--- src/sv/scc_pkg.sv ---
// Shared types, constants and helpers for the strongly connected components block.
package scc_pkg;

  localparam int MAX_VERTICES_DEF = 32;
  localparam int ROW_CAP          = 32;
  localparam int VW               = 5;   // vertex index width
  localparam int CW               = 6;   // count width (holds ROW_CAP itself)
  localparam logic [CW-1:0] NUM_RESET = 6'd32;

  typedef enum logic [0:0] {
    KIND_LOAD = 1'b0,
    KIND_RUN  = 1'b1
  } scc_kind_t;

  typedef enum logic [3:0] {
    ST_IDLE,
    ST_ROOT,
    ST_SCAN,
    ST_CMP,
    ST_POP_RD,
    ST_POP_OUT,
    ST_RET_RD1,
    ST_RET_RD2,
    ST_RET_LOAD
  } scc_state_t;

  typedef struct packed {
    logic [CW-1:0] pos;
    logic [VW-1:0] v;
  } scc_frame_t;

  typedef struct packed {
    logic load_row;
    logic init;
    logic root_inc;
    logic push_root;
    logic push_child;
    logic scan_step;
    logic vo_rd;
    logic cmp_upd;
    logic pop_rd;
    logic pop_ack;
    logic comp_inc;
    logic ret_rd_cs;
    logic ret_rd_ll;
    logic ret_load;
  } scc_cmd_t;

  typedef struct packed {
    logic root_done;
    logic root_visited;
    logic pend_any;
    logic w_visited;
    logic w_onstk;
    logic low_eq_ord;
    logic pop_more;
    logic depth_zero;
  } scc_stat_t;

  // Index of the lowest set bit; 31 when none is set.
  function automatic logic [VW-1:0] lowest_bit(input logic [ROW_CAP-1:0] x);
    logic [VW-1:0] idx;
    idx = VW'(ROW_CAP - 1);
    for (int i = ROW_CAP - 1; i >= 0; i--) begin
      if (x[i]) idx = VW'(i);
    end
    return idx;
  endfunction

endpackage

--- src/sv/scc_in_if.sv ---
// Input channel interface: adjacency row loads and run requests.
interface scc_in_if
  import scc_pkg::*;
();
  logic                valid;
  logic                ready;
  logic                kind;
  logic [VW-1:0]       vertex;
  logic [ROW_CAP-1:0]  targets;

  modport source (output valid, kind, vertex, targets, input ready);
  modport sink   (input valid, kind, vertex, targets, output ready);
endinterface

--- src/sv/scc_out_if.sv ---
// Result channel interface: one item per vertex popped into a component.
interface scc_out_if
  import scc_pkg::*;
();
  logic          valid;
  logic          ready;
  logic [VW-1:0] member;
  logic [VW-1:0] component;
  logic          ends_component;
  logic          last;

  modport source (output valid, member, component, ends_component, last, input ready);
  modport sink   (input valid, member, component, ends_component, last, output ready);
endinterface

--- src/sv/scc_ctrl.sv ---
// Search sequencer: steps the depth-first walk and the component pops.
module scc_ctrl
  import scc_pkg::*;
(
  input  logic      clk,
  input  logic      rst_n,
  input  logic      in_valid,
  input  logic      in_kind,
  input  logic      out_ready,
  input  scc_stat_t stat,
  output logic      in_ready,
  output logic      out_valid,
  output scc_cmd_t  cmd
);

  scc_state_t state_r, state_nxt;

  always_ff @(posedge clk) begin
    if (!rst_n) state_r <= ST_IDLE;
    else        state_r <= state_nxt;
  end

  always_comb begin
    state_nxt = state_r;
    cmd       = '0;
    in_ready  = 1'b0;
    out_valid = 1'b0;
    unique case (state_r)
      ST_IDLE: begin
        in_ready = 1'b1;
        if (in_valid) begin
          if (in_kind == KIND_RUN) begin
            cmd.init  = 1'b1;
            state_nxt = ST_ROOT;
          end else begin
            cmd.load_row = 1'b1;
          end
        end
      end
      ST_ROOT: begin
        if (stat.root_done) begin
          state_nxt = ST_IDLE;
        end else if (stat.root_visited) begin
          cmd.root_inc = 1'b1;
        end else begin
          cmd.push_root = 1'b1;
          state_nxt     = ST_SCAN;
        end
      end
      ST_SCAN: begin
        if (stat.pend_any) begin
          cmd.scan_step = 1'b1;
          if (!stat.w_visited) begin
            cmd.push_child = 1'b1;
          end else if (stat.w_onstk) begin
            cmd.vo_rd = 1'b1;
            state_nxt = ST_CMP;
          end
        end else if (stat.low_eq_ord) begin
          state_nxt = ST_POP_RD;
        end else begin
          state_nxt = ST_RET_RD1;
        end
      end
      ST_CMP: begin
        cmd.cmp_upd = 1'b1;
        state_nxt   = ST_SCAN;
      end
      ST_POP_RD: begin
        cmd.pop_rd = 1'b1;
        state_nxt  = ST_POP_OUT;
      end
      ST_POP_OUT: begin
        out_valid = 1'b1;
        if (out_ready) begin
          cmd.pop_ack = 1'b1;
          if (stat.pop_more) begin
            state_nxt = ST_POP_RD;
          end else begin
            cmd.comp_inc = 1'b1;
            state_nxt    = ST_RET_RD1;
          end
        end
      end
      ST_RET_RD1: begin
        if (stat.depth_zero) begin
          cmd.root_inc = 1'b1;
          state_nxt    = ST_ROOT;
        end else begin
          cmd.ret_rd_cs = 1'b1;
          state_nxt     = ST_RET_RD2;
        end
      end
      ST_RET_RD2: begin
        cmd.ret_rd_ll = 1'b1;
        state_nxt     = ST_RET_LOAD;
      end
      ST_RET_LOAD: begin
        cmd.ret_load = 1'b1;
        state_nxt    = ST_SCAN;
      end
      default: state_nxt = ST_IDLE;
    endcase
  end

endmodule

--- src/sv/scc_dpath.sv ---
// Search datapath: row store, per-vertex memories, stacks and the current frame.
module scc_dpath
  import scc_pkg::*;
#(
  parameter int MAX_VERTICES = MAX_VERTICES_DEF
) (
  input  logic               clk,
  input  logic               rst_n,
  input  logic               cfg_we,
  input  logic [CW-1:0]      cfg_wdata,
  input  logic [VW-1:0]      in_vertex,
  input  logic [ROW_CAP-1:0] in_targets,
  input  scc_cmd_t           cmd,
  output scc_stat_t          stat,
  output logic [VW-1:0]      res_member,
  output logic [VW-1:0]      res_component,
  output logic               res_ends,
  output logic               res_last
);

  localparam int LIM = (MAX_VERTICES < ROW_CAP) ? MAX_VERTICES : ROW_CAP;
  localparam logic [CW-1:0] LIM_C = CW'(LIM);

  logic [ROW_CAP-1:0] adj_r [ROW_CAP];
  logic [ROW_CAP-1:0] visited_r, onstk_r;
  logic [CW-1:0]      num_r, vc_r, sp_r, depth_r, root_r, emit_r;
  logic [VW-1:0]      comp_r;

  logic [CW-1:0]      vo_mem   [ROW_CAP];
  logic [VW-1:0]      ll_mem   [ROW_CAP];
  logic [VW-1:0]      cs_mem   [ROW_CAP];
  scc_frame_t         call_mem [ROW_CAP];

  logic [CW-1:0]      vo_rd_r;
  logic [VW-1:0]      ll_rd_r, cs_rd_r;
  scc_frame_t         call_rd_r;

  logic [VW-1:0]      cur_v_r, cur_low_r;
  logic [CW-1:0]      cur_pos_r, cur_ord_r;

  logic [CW-1:0]      n_eff;
  logic [ROW_CAP-1:0] vmask, pmask, pending;
  logic [VW-1:0]      w, pv;
  logic [CW-1:0]      w_next;

  assign n_eff   = (num_r < LIM_C) ? num_r : LIM_C;
  assign vmask   = n_eff[CW-1] ? '1 : ((ROW_CAP'(1) << n_eff[VW-1:0]) - ROW_CAP'(1));
  assign pmask   = cur_pos_r[CW-1] ? '0 : ('1 << cur_pos_r[VW-1:0]);
  assign pending = adj_r[cur_v_r] & vmask & pmask;
  assign w       = lowest_bit(pending);
  assign w_next  = {1'b0, w} + CW'(1);
  assign pv      = cmd.push_root ? root_r[VW-1:0] : w;

  assign stat.root_done    = (root_r >= n_eff);
  assign stat.root_visited = visited_r[root_r[VW-1:0]];
  assign stat.pend_any     = |pending;
  assign stat.w_visited    = visited_r[w];
  assign stat.w_onstk      = onstk_r[w];
  assign stat.low_eq_ord   = ({1'b0, cur_low_r} == cur_ord_r);
  assign stat.pop_more     = (cs_rd_r != cur_v_r) && (sp_r > CW'(1));
  assign stat.depth_zero   = (depth_r == '0);

  assign res_member    = cs_rd_r;
  assign res_component = comp_r;
  assign res_ends      = (cs_rd_r == cur_v_r);
  assign res_last      = (emit_r == n_eff - CW'(1));

  // Control state and row store.
  always_ff @(posedge clk) begin
    if (!rst_n) begin
      for (int i = 0; i < ROW_CAP; i++) adj_r[i] <= '0;
      visited_r <= '0;
      onstk_r   <= '0;
      num_r     <= NUM_RESET;
      vc_r      <= '0;
      sp_r      <= '0;
      depth_r   <= '0;
      root_r    <= '0;
      emit_r    <= '0;
      comp_r    <= '0;
    end else begin
      if (cfg_we) num_r <= cfg_wdata;
      if (cmd.load_row && ({1'b0, in_vertex} < LIM_C)) adj_r[in_vertex] <= in_targets;
      if (cmd.init) begin
        visited_r <= '0;
        onstk_r   <= '0;
        vc_r      <= '0;
        sp_r      <= '0;
        depth_r   <= '0;
        root_r    <= '0;
        emit_r    <= '0;
        comp_r    <= '0;
      end
      if (cmd.root_inc) root_r <= root_r + CW'(1);
      if (cmd.push_root || cmd.push_child) begin
        visited_r[pv] <= 1'b1;
        onstk_r[pv]   <= 1'b1;
        vc_r          <= vc_r + CW'(1);
        sp_r          <= sp_r + CW'(1);
      end
      if (cmd.push_child) depth_r <= depth_r + CW'(1);
      if (cmd.ret_load)   depth_r <= depth_r - CW'(1);
      if (cmd.pop_ack) begin
        onstk_r[cs_rd_r] <= 1'b0;
        sp_r             <= sp_r - CW'(1);
        emit_r           <= emit_r + CW'(1);
      end
      if (cmd.comp_inc) comp_r <= comp_r + VW'(1);
    end
  end

  // Memories and the current frame.
  always_ff @(posedge clk) begin
    if (cmd.push_root || cmd.push_child) begin
      vo_mem[pv]               <= vc_r;
      cs_mem[sp_r[VW-1:0]]     <= pv;
    end
    if (cmd.push_child) begin
      call_mem[depth_r[VW-1:0]] <= '{pos: w_next, v: cur_v_r};
      ll_mem[cur_v_r]           <= cur_low_r;
    end
    if (cmd.vo_rd)     vo_rd_r   <= vo_mem[w];
    if (cmd.pop_rd)    cs_rd_r   <= cs_mem[sp_r[VW-1:0] - VW'(1)];
    if (cmd.ret_rd_cs) call_rd_r <= call_mem[depth_r[VW-1:0] - VW'(1)];
    if (cmd.ret_rd_ll) begin
      ll_rd_r <= ll_mem[call_rd_r.v];
      vo_rd_r <= vo_mem[call_rd_r.v];
    end

    if (cmd.scan_step && !cmd.push_child) cur_pos_r <= w_next;
    if (cmd.push_root || cmd.push_child) begin
      cur_v_r   <= pv;
      cur_pos_r <= '0;
      cur_low_r <= vc_r[VW-1:0];
      cur_ord_r <= vc_r;
    end
    if (cmd.cmp_upd && (vo_rd_r < {1'b0, cur_low_r})) cur_low_r <= vo_rd_r[VW-1:0];
    if (cmd.ret_load) begin
      cur_v_r   <= call_rd_r.v;
      cur_pos_r <= call_rd_r.pos;
      cur_ord_r <= vo_rd_r;
      cur_low_r <= (cur_low_r < ll_rd_r) ? cur_low_r : ll_rd_r;
    end
  end

endmodule

--- src/sv/strongly_connected_components.sv ---
// Top level of the Tarjan strongly connected components engine.
//
// Usage:
//   in_ch  : items with kind = 0 load one adjacency row (vertex, targets bitmap);
//            kind = 1 starts a component search over vertices 0 .. count-1.
//   out_ch : one item per vertex of the graph in use, emitted as each component
//            is popped; the root closes its component (ends_component), and the
//            run's final item carries last.
//   cfg_we / cfg_wdata : write the vertex count; write only while the block idles.
// Timing:
//   A row load is taken while the block idles; loads can follow back to back. A run holds
//   in_ch.ready low until its search ends. A run steps through the roots tried,
//   the scan steps, the on-stack back edges, the vertices out of neighbors, the
//   result items, the returns to a parent frame and the finished roots; the
//   receiver's stalls add to its length.
// Reset: synchronous, active low; clears the row store, counters and the
//   vertex count to 32. When out_ch.ready is low the pending item holds and
//   the search waits.
module strongly_connected_components
  import scc_pkg::*;
#(
  parameter int MAX_VERTICES = MAX_VERTICES_DEF
) (
  input  logic          clk,
  input  logic          rst_n,
  input  logic          cfg_we,
  input  logic [CW-1:0] cfg_wdata,
  scc_in_if.sink        in_ch,
  scc_out_if.source     out_ch
);

  scc_cmd_t  cmd;
  scc_stat_t stat;

  // Sequencer: owns the handshake and issues one step per cycle unless the result channel stalls it.
  scc_ctrl u_ctrl (
    .clk       (clk),
    .rst_n     (rst_n),
    .in_valid  (in_ch.valid),
    .in_kind   (in_ch.kind),
    .out_ready (out_ch.ready),
    .stat      (stat),
    .in_ready  (in_ch.ready),
    .out_valid (out_ch.valid),
    .cmd       (cmd)
  );

  // Datapath: holds the graph, the visit state and the result payload.
  scc_dpath #(
    .MAX_VERTICES (MAX_VERTICES)
  ) u_dpath (
    .clk           (clk),
    .rst_n         (rst_n),
    .cfg_we        (cfg_we),
    .cfg_wdata     (cfg_wdata),
    .in_vertex     (in_ch.vertex),
    .in_targets    (in_ch.targets),
    .cmd           (cmd),
    .stat          (stat),
    .res_member    (out_ch.member),
    .res_component (out_ch.component),
    .res_ends      (out_ch.ends_component),
    .res_last      (out_ch.last)
  );

`ifndef SYNTHESIS
  // No new item enters while a result is on offer.
  a_busy_out: assert property (@(posedge clk) disable iff (!rst_n)
    out_ch.valid |-> !in_ch.ready)
    else $error("input ready while a result is pending");

  // A run item always takes the block busy on the next cycle.
  a_run_busy: assert property (@(posedge clk) disable iff (!rst_n)
    (in_ch.valid && in_ch.ready && in_ch.kind) |=> !in_ch.ready)
    else $error("block ready right after a run started");

  // Nothing follows the final item of a run.
  a_last_end: assert property (@(posedge clk) disable iff (!rst_n)
    (out_ch.valid && out_ch.ready && out_ch.last) |=> !out_ch.valid)
    else $error("result offered after the last item");
`endif

endmodule

--- src/flat_wrapper.sv ---
// flat-port wrapper written by rule: the top's interface ports become plain ports
module strongly_connected_components_flat import scc_pkg::*;
#(
  parameter int MAX_VERTICES = MAX_VERTICES_DEF
)
  (clk, rst_n, cfg_we, cfg_wdata, in_ch_valid, in_ch_kind, in_ch_vertex, in_ch_targets, in_ch_ready, out_ch_valid, out_ch_member, out_ch_component, out_ch_ends_component, out_ch_last, out_ch_ready);
  scc_in_if in_ch_i ();
  scc_out_if out_ch_i ();
  input  logic clk;
  input  logic rst_n;
  input  logic cfg_we;
  input  logic [CW-1:0] cfg_wdata;
  input wire logic [$bits(in_ch_i.valid)-1:0] in_ch_valid;
  input wire logic [$bits(in_ch_i.kind)-1:0] in_ch_kind;
  input wire logic [$bits(in_ch_i.vertex)-1:0] in_ch_vertex;
  input wire logic [$bits(in_ch_i.targets)-1:0] in_ch_targets;
  output wire logic [$bits(in_ch_i.ready)-1:0] in_ch_ready;
  output wire logic [$bits(out_ch_i.valid)-1:0] out_ch_valid;
  output wire logic [$bits(out_ch_i.member)-1:0] out_ch_member;
  output wire logic [$bits(out_ch_i.component)-1:0] out_ch_component;
  output wire logic [$bits(out_ch_i.ends_component)-1:0] out_ch_ends_component;
  output wire logic [$bits(out_ch_i.last)-1:0] out_ch_last;
  input wire logic [$bits(out_ch_i.ready)-1:0] out_ch_ready;
  assign in_ch_i.valid = in_ch_valid;
  assign in_ch_i.kind = in_ch_kind;
  assign in_ch_i.vertex = in_ch_vertex;
  assign in_ch_i.targets = in_ch_targets;
  assign in_ch_ready = in_ch_i.ready;
  assign out_ch_valid = out_ch_i.valid;
  assign out_ch_member = out_ch_i.member;
  assign out_ch_component = out_ch_i.component;
  assign out_ch_ends_component = out_ch_i.ends_component;
  assign out_ch_last = out_ch_i.last;
  assign out_ch_i.ready = out_ch_ready;
  strongly_connected_components #(.MAX_VERTICES(MAX_VERTICES)) u_core (.clk(clk), .rst_n(rst_n), .cfg_we(cfg_we), .cfg_wdata(cfg_wdata), .in_ch(in_ch_i), .out_ch(out_ch_i));
endmodule
--- config.mk ---
export PLATFORM = sky130hd
export DESIGN_NAME = strongly_connected_components_flat
export DESIGN_NICKNAME = d
export VERILOG_FILES = /design/src/sv/scc_pkg.sv /design/src/sv/scc_in_if.sv /design/src/sv/scc_out_if.sv /design/src/sv/scc_ctrl.sv /design/src/sv/scc_dpath.sv /design/src/sv/strongly_connected_components.sv /design/src/flat_wrapper.sv
export SDC_FILE = /design/constraint.sdc
export NUM_CORES = 2
export LEC_CHECK = 0
export ABC_AREA = 1
export BUFFER_PORTS_ARGS = -buffer_cell sky130_fd_sc_hd__buf_4
export CAP_MARGIN = 20
export CORE_UTILIZATION = 45
export CTS_CLUSTER_SIZE = 12
export DETAILED_ROUTE_END_ITERATION = 7
export HOLD_SLACK_MARGIN = 0.02
export SLEW_MARGIN = 10
export SYNTH_ARGS = -nofsm -noshare
export SYNTH_HDL_FRONTEND = slang
export SYNTH_HIERARCHICAL = 1
export SYNTH_SLANG_ARGS = --single-unit
--- constraint.sdc ---
create_clock -name clk -period 8.5 [get_ports clk]
set_clock_uncertainty 0.05 [all_clocks]
set_input_delay 0.425 -clock clk [delete_from_list [all_inputs] [get_ports clk]]
set_output_delay 0.425 -clock clk [all_outputs]
set_load 0.01 [all_outputs]
==> metrics.txt <==
initial core utilization 0.453; CP max stage cell nor2_1; Remaining Overflow, GRT 0; Yosys top cell by area edfxtp_1; Synth Area in Simple Gates 0.158; Min-Delay Path Class in -> reg; Synth Area in XOR/XNOR 0.00210; Syn Nets 8,747; CTS Sinks 2,051; CP arrival 8.29 ns; reg2reg path depth 60; DPL Wire Length 169 mm; post-synth top area share 0.634; IO Count 63; Root Buffer clkbuf_16; CTS tree yes; Yosys cell types 59; Hold Fails Final Rpt 0; Worst path max stage delay 0.65 ns; max-cap check violation count 0; Hold Path Origin out_ch_ready; Async S/R FF share, synth 0; flop2flop setup slack 0.67 ns; die height 453 um; via count 68.0k; CP max FO 35; post-DR vias/cell 5.99; CP Class reg -> reg; Synth Area per Inst 10.6 sq um; Final nets 8,581; hold path depth 7; Post-DRT Antenna Nets 0; ys flop type edfxtp_1; Post-Synthesis Cells 8,664; Crit path top cell by count nand2_1; slew margin rel. 0.225; Layout area overhead 10.8%; routability cong. 0.949; main combinational cell family by area after synthesis simple AND/OR/NAND/NOR gates; FF+latch count, synth 2,051; all-layer global routing usage 0.277; Setup crit end kind register; Post-CTS Setup Inserts 0; Fmax 128 MHz; RSZ-0062 raised after global routing false; CP required 8.96 ns; largest net degree at the start of global routing 175; initial drt markers 7,860; Placeable Area 0.202 sq mm; first-pass GRT wire length 425 mm; reg2reg start u_core/u_dpath/num_r[5]; P per Cell Area 416 mW/mm^2; first-pass detailed-route iteration total 6; clk buf depth 3; latest clock arrival within the worst-skew pair 0.89 ns; I/O Buffers 62; initial antenna violation count 3; share of layout cells above drive strength 1 0.0805; worst-margin pin slew 1.16 ns; Yosys Warn Count 6; top cells by area, synth edfxtp_1 63%, nor2_1 9.0%, o21ai_0 5.3%, nand3_1 2.8%, nand2_1 2.8%; DRC 0; Die X-Extent 453 um; sequential share of the synthesized area 0.659; die area 0.206 sq mm; Setup Viol. Count Final 0; mux cell area share after synthesis 0.00546; final worst path period need 7.83 ns; clk slew on worst S/H paths 0.06 ns; worst r2r dst u_core/u_dpath/ll_mem[13][4]; commonest cells after routing, fill and taps aside 2,201 x nor2_1, 1,937 x edfxtp_1, 972 x o21ai_0; period utilization 0.921; Leak Pwr 0.0366 uW; startpoint types register; number of global-route vias before repair 65.2k; htree depth 4; post-route total power 42,200 uW; Setup TNS 0 ns; TritonCTS Buffers 214; Post-Route WL 290 mm; WL/cell 25.6 um; max-slew violations 0; Max IR drop VDD 638 uV; Cell Area, Synth 0.0917 sq mm; most common cell after layout, fill and taps aside nor2_1; Synth Area in Compound Gates 0.124; status finished clean; Post-synth EDFFs 1,937; Hold EP u_core/u_ctrl/state_r[1]; adder-cell share of the synthesized area 0.00464; row cnt 165
==> layout make-up <==
type | instances | area [sq um]
inverter | 392 | 1500
timing repair buffer | 308 | 2530
clock buffer | 314 | 5940
antenna | 3 | 7.51
tap | 2672 | 3340
fill | 18100 | 101000
sequential | 2051 | 60500
multi-input combinational | 5531 | 27100
clock inverter | 79 | 704
==> worst max-delay path by stage <==
stage,startpoint,to,slack [ns],cells after the start
final,u_core/u_dpath/num_r[5],u_core/u_dpath/ll_mem[13][4],0.67,60
after global routing,u_core/u_dpath/num_r[5],u_core/u_dpath/vo_mem[14][5],0.002,64
after CTS,u_core/u_dpath/num_r[5],u_core/u_dpath/cur_pos_r[5],0.58,62
after detailed placement,u_core/u_dpath/num_r[5],u_core/u_dpath/cur_pos_r[3],0.62,62
after global placement,u_core/u_dpath/num_r[5],u_core/u_dpath/cur_pos_r[2],0.76,63
after floorplan,u_core/u_dpath/num_r[5],register,1.60,65
==> Yosys cell counts (8+ instances only) <==
cell and count:
buf_6 11, nor3_1 27, a21oi_1 251, a31oi_1 35, clkbuf_1 539, nand3b_1 60
o211ai_1 112, buf_4 23, o21ai_0 972, nor2_1 2207, buf_1 35, o311ai_0 11
nand4_1 19, inv_2 14, ha_1 34, nor2_4 8, o21ai_1 19, o32ai_1 79
nand3_1 514, dfxtp_1 114, nor2_2 11, o221ai_1 268, inv_1 368, o21a_1 8
mux2i_1 50, buf_2 82, clkinv_1 10, o22ai_1 68, xor2_1 16, edfxtp_1 1937
nand2_1 683
==> report_power, final <==
group / switching (uW) / internal [uW]
clock: 3950 / 5050
sequential: 387 / 13700
combinational: 14500 / 4700
==> worst max-delay path, delay by kind of cell, from the launching register on <==
family,cells,cell delay [ns]
AOI/OAI and AO/OA,2,0.24
adders and majority gates,2,0.38
buffers and inverters,7,1.01
DFF,1,0.37
and+or+nand+nor,49,5.36
==> per-stage QoR <==
| step | std cells | setup WS, ns | utilization | hold WS, ns | area [sq um] |
|---|---|---|---|---|---|
| global route | 11400 | 0.00236 | 0.502 | 0.135 | 102000 |
| finish | 11400 | 0.672 | 0.502 | 0.137 | 102000 |
| floorplan | 8664 | 1.60 | - | 0.385 | 91700 |
| CTS | 11300 | 0.583 | 0.502 | 0.0736 | 102000 |
| detailed placement | 10900 | 0.620 | 0.469 | 0.404 | 94800 |
| global placement | 10900 | 0.756 | 0.469 | 0.401 | 94800 |
==> flip-flops by register name (all words and copies together) (netlist names), 11 cells and up, named ones only <==
signal,count
u_core/u_dpath/onstk_r,32
u_core/u_dpath/visited_r,32
u_core/u_dpath/call_mem,352
u_core/u_dpath/vo_mem,192
u_core/u_dpath/cs_mem,160
u_core/u_dpath/adj_r,1024
u_core/u_dpath/ll_mem,160
u_core/u_dpath/call_rd_r,11
==> layer usage <==
metal  vias up  routed length (um)  GRT usage
met5         -                   0          0
met4         0               13400      0.124
met3       571               23800     0.0357
met2      3314              136000      0.448
met1     33700              117000      0.373
li1      30500                   -          -
==> logic make-up after synthesis <==
group	count (synthesis)
flops	2051
xor+xnor	22
mux	50
simple gates	3550
compound gates	1875
buf+inv	1082
fa+ha+maj	34
==> timing repair <==
action / CTS / global route
endpoints found under the hold margin: 8 / 0
resized for setup: 0 / 11
hold buffers: 8 / 0
endpoints found under the setup margin: 0 / 190
Power figures use the tool's default switching activity.
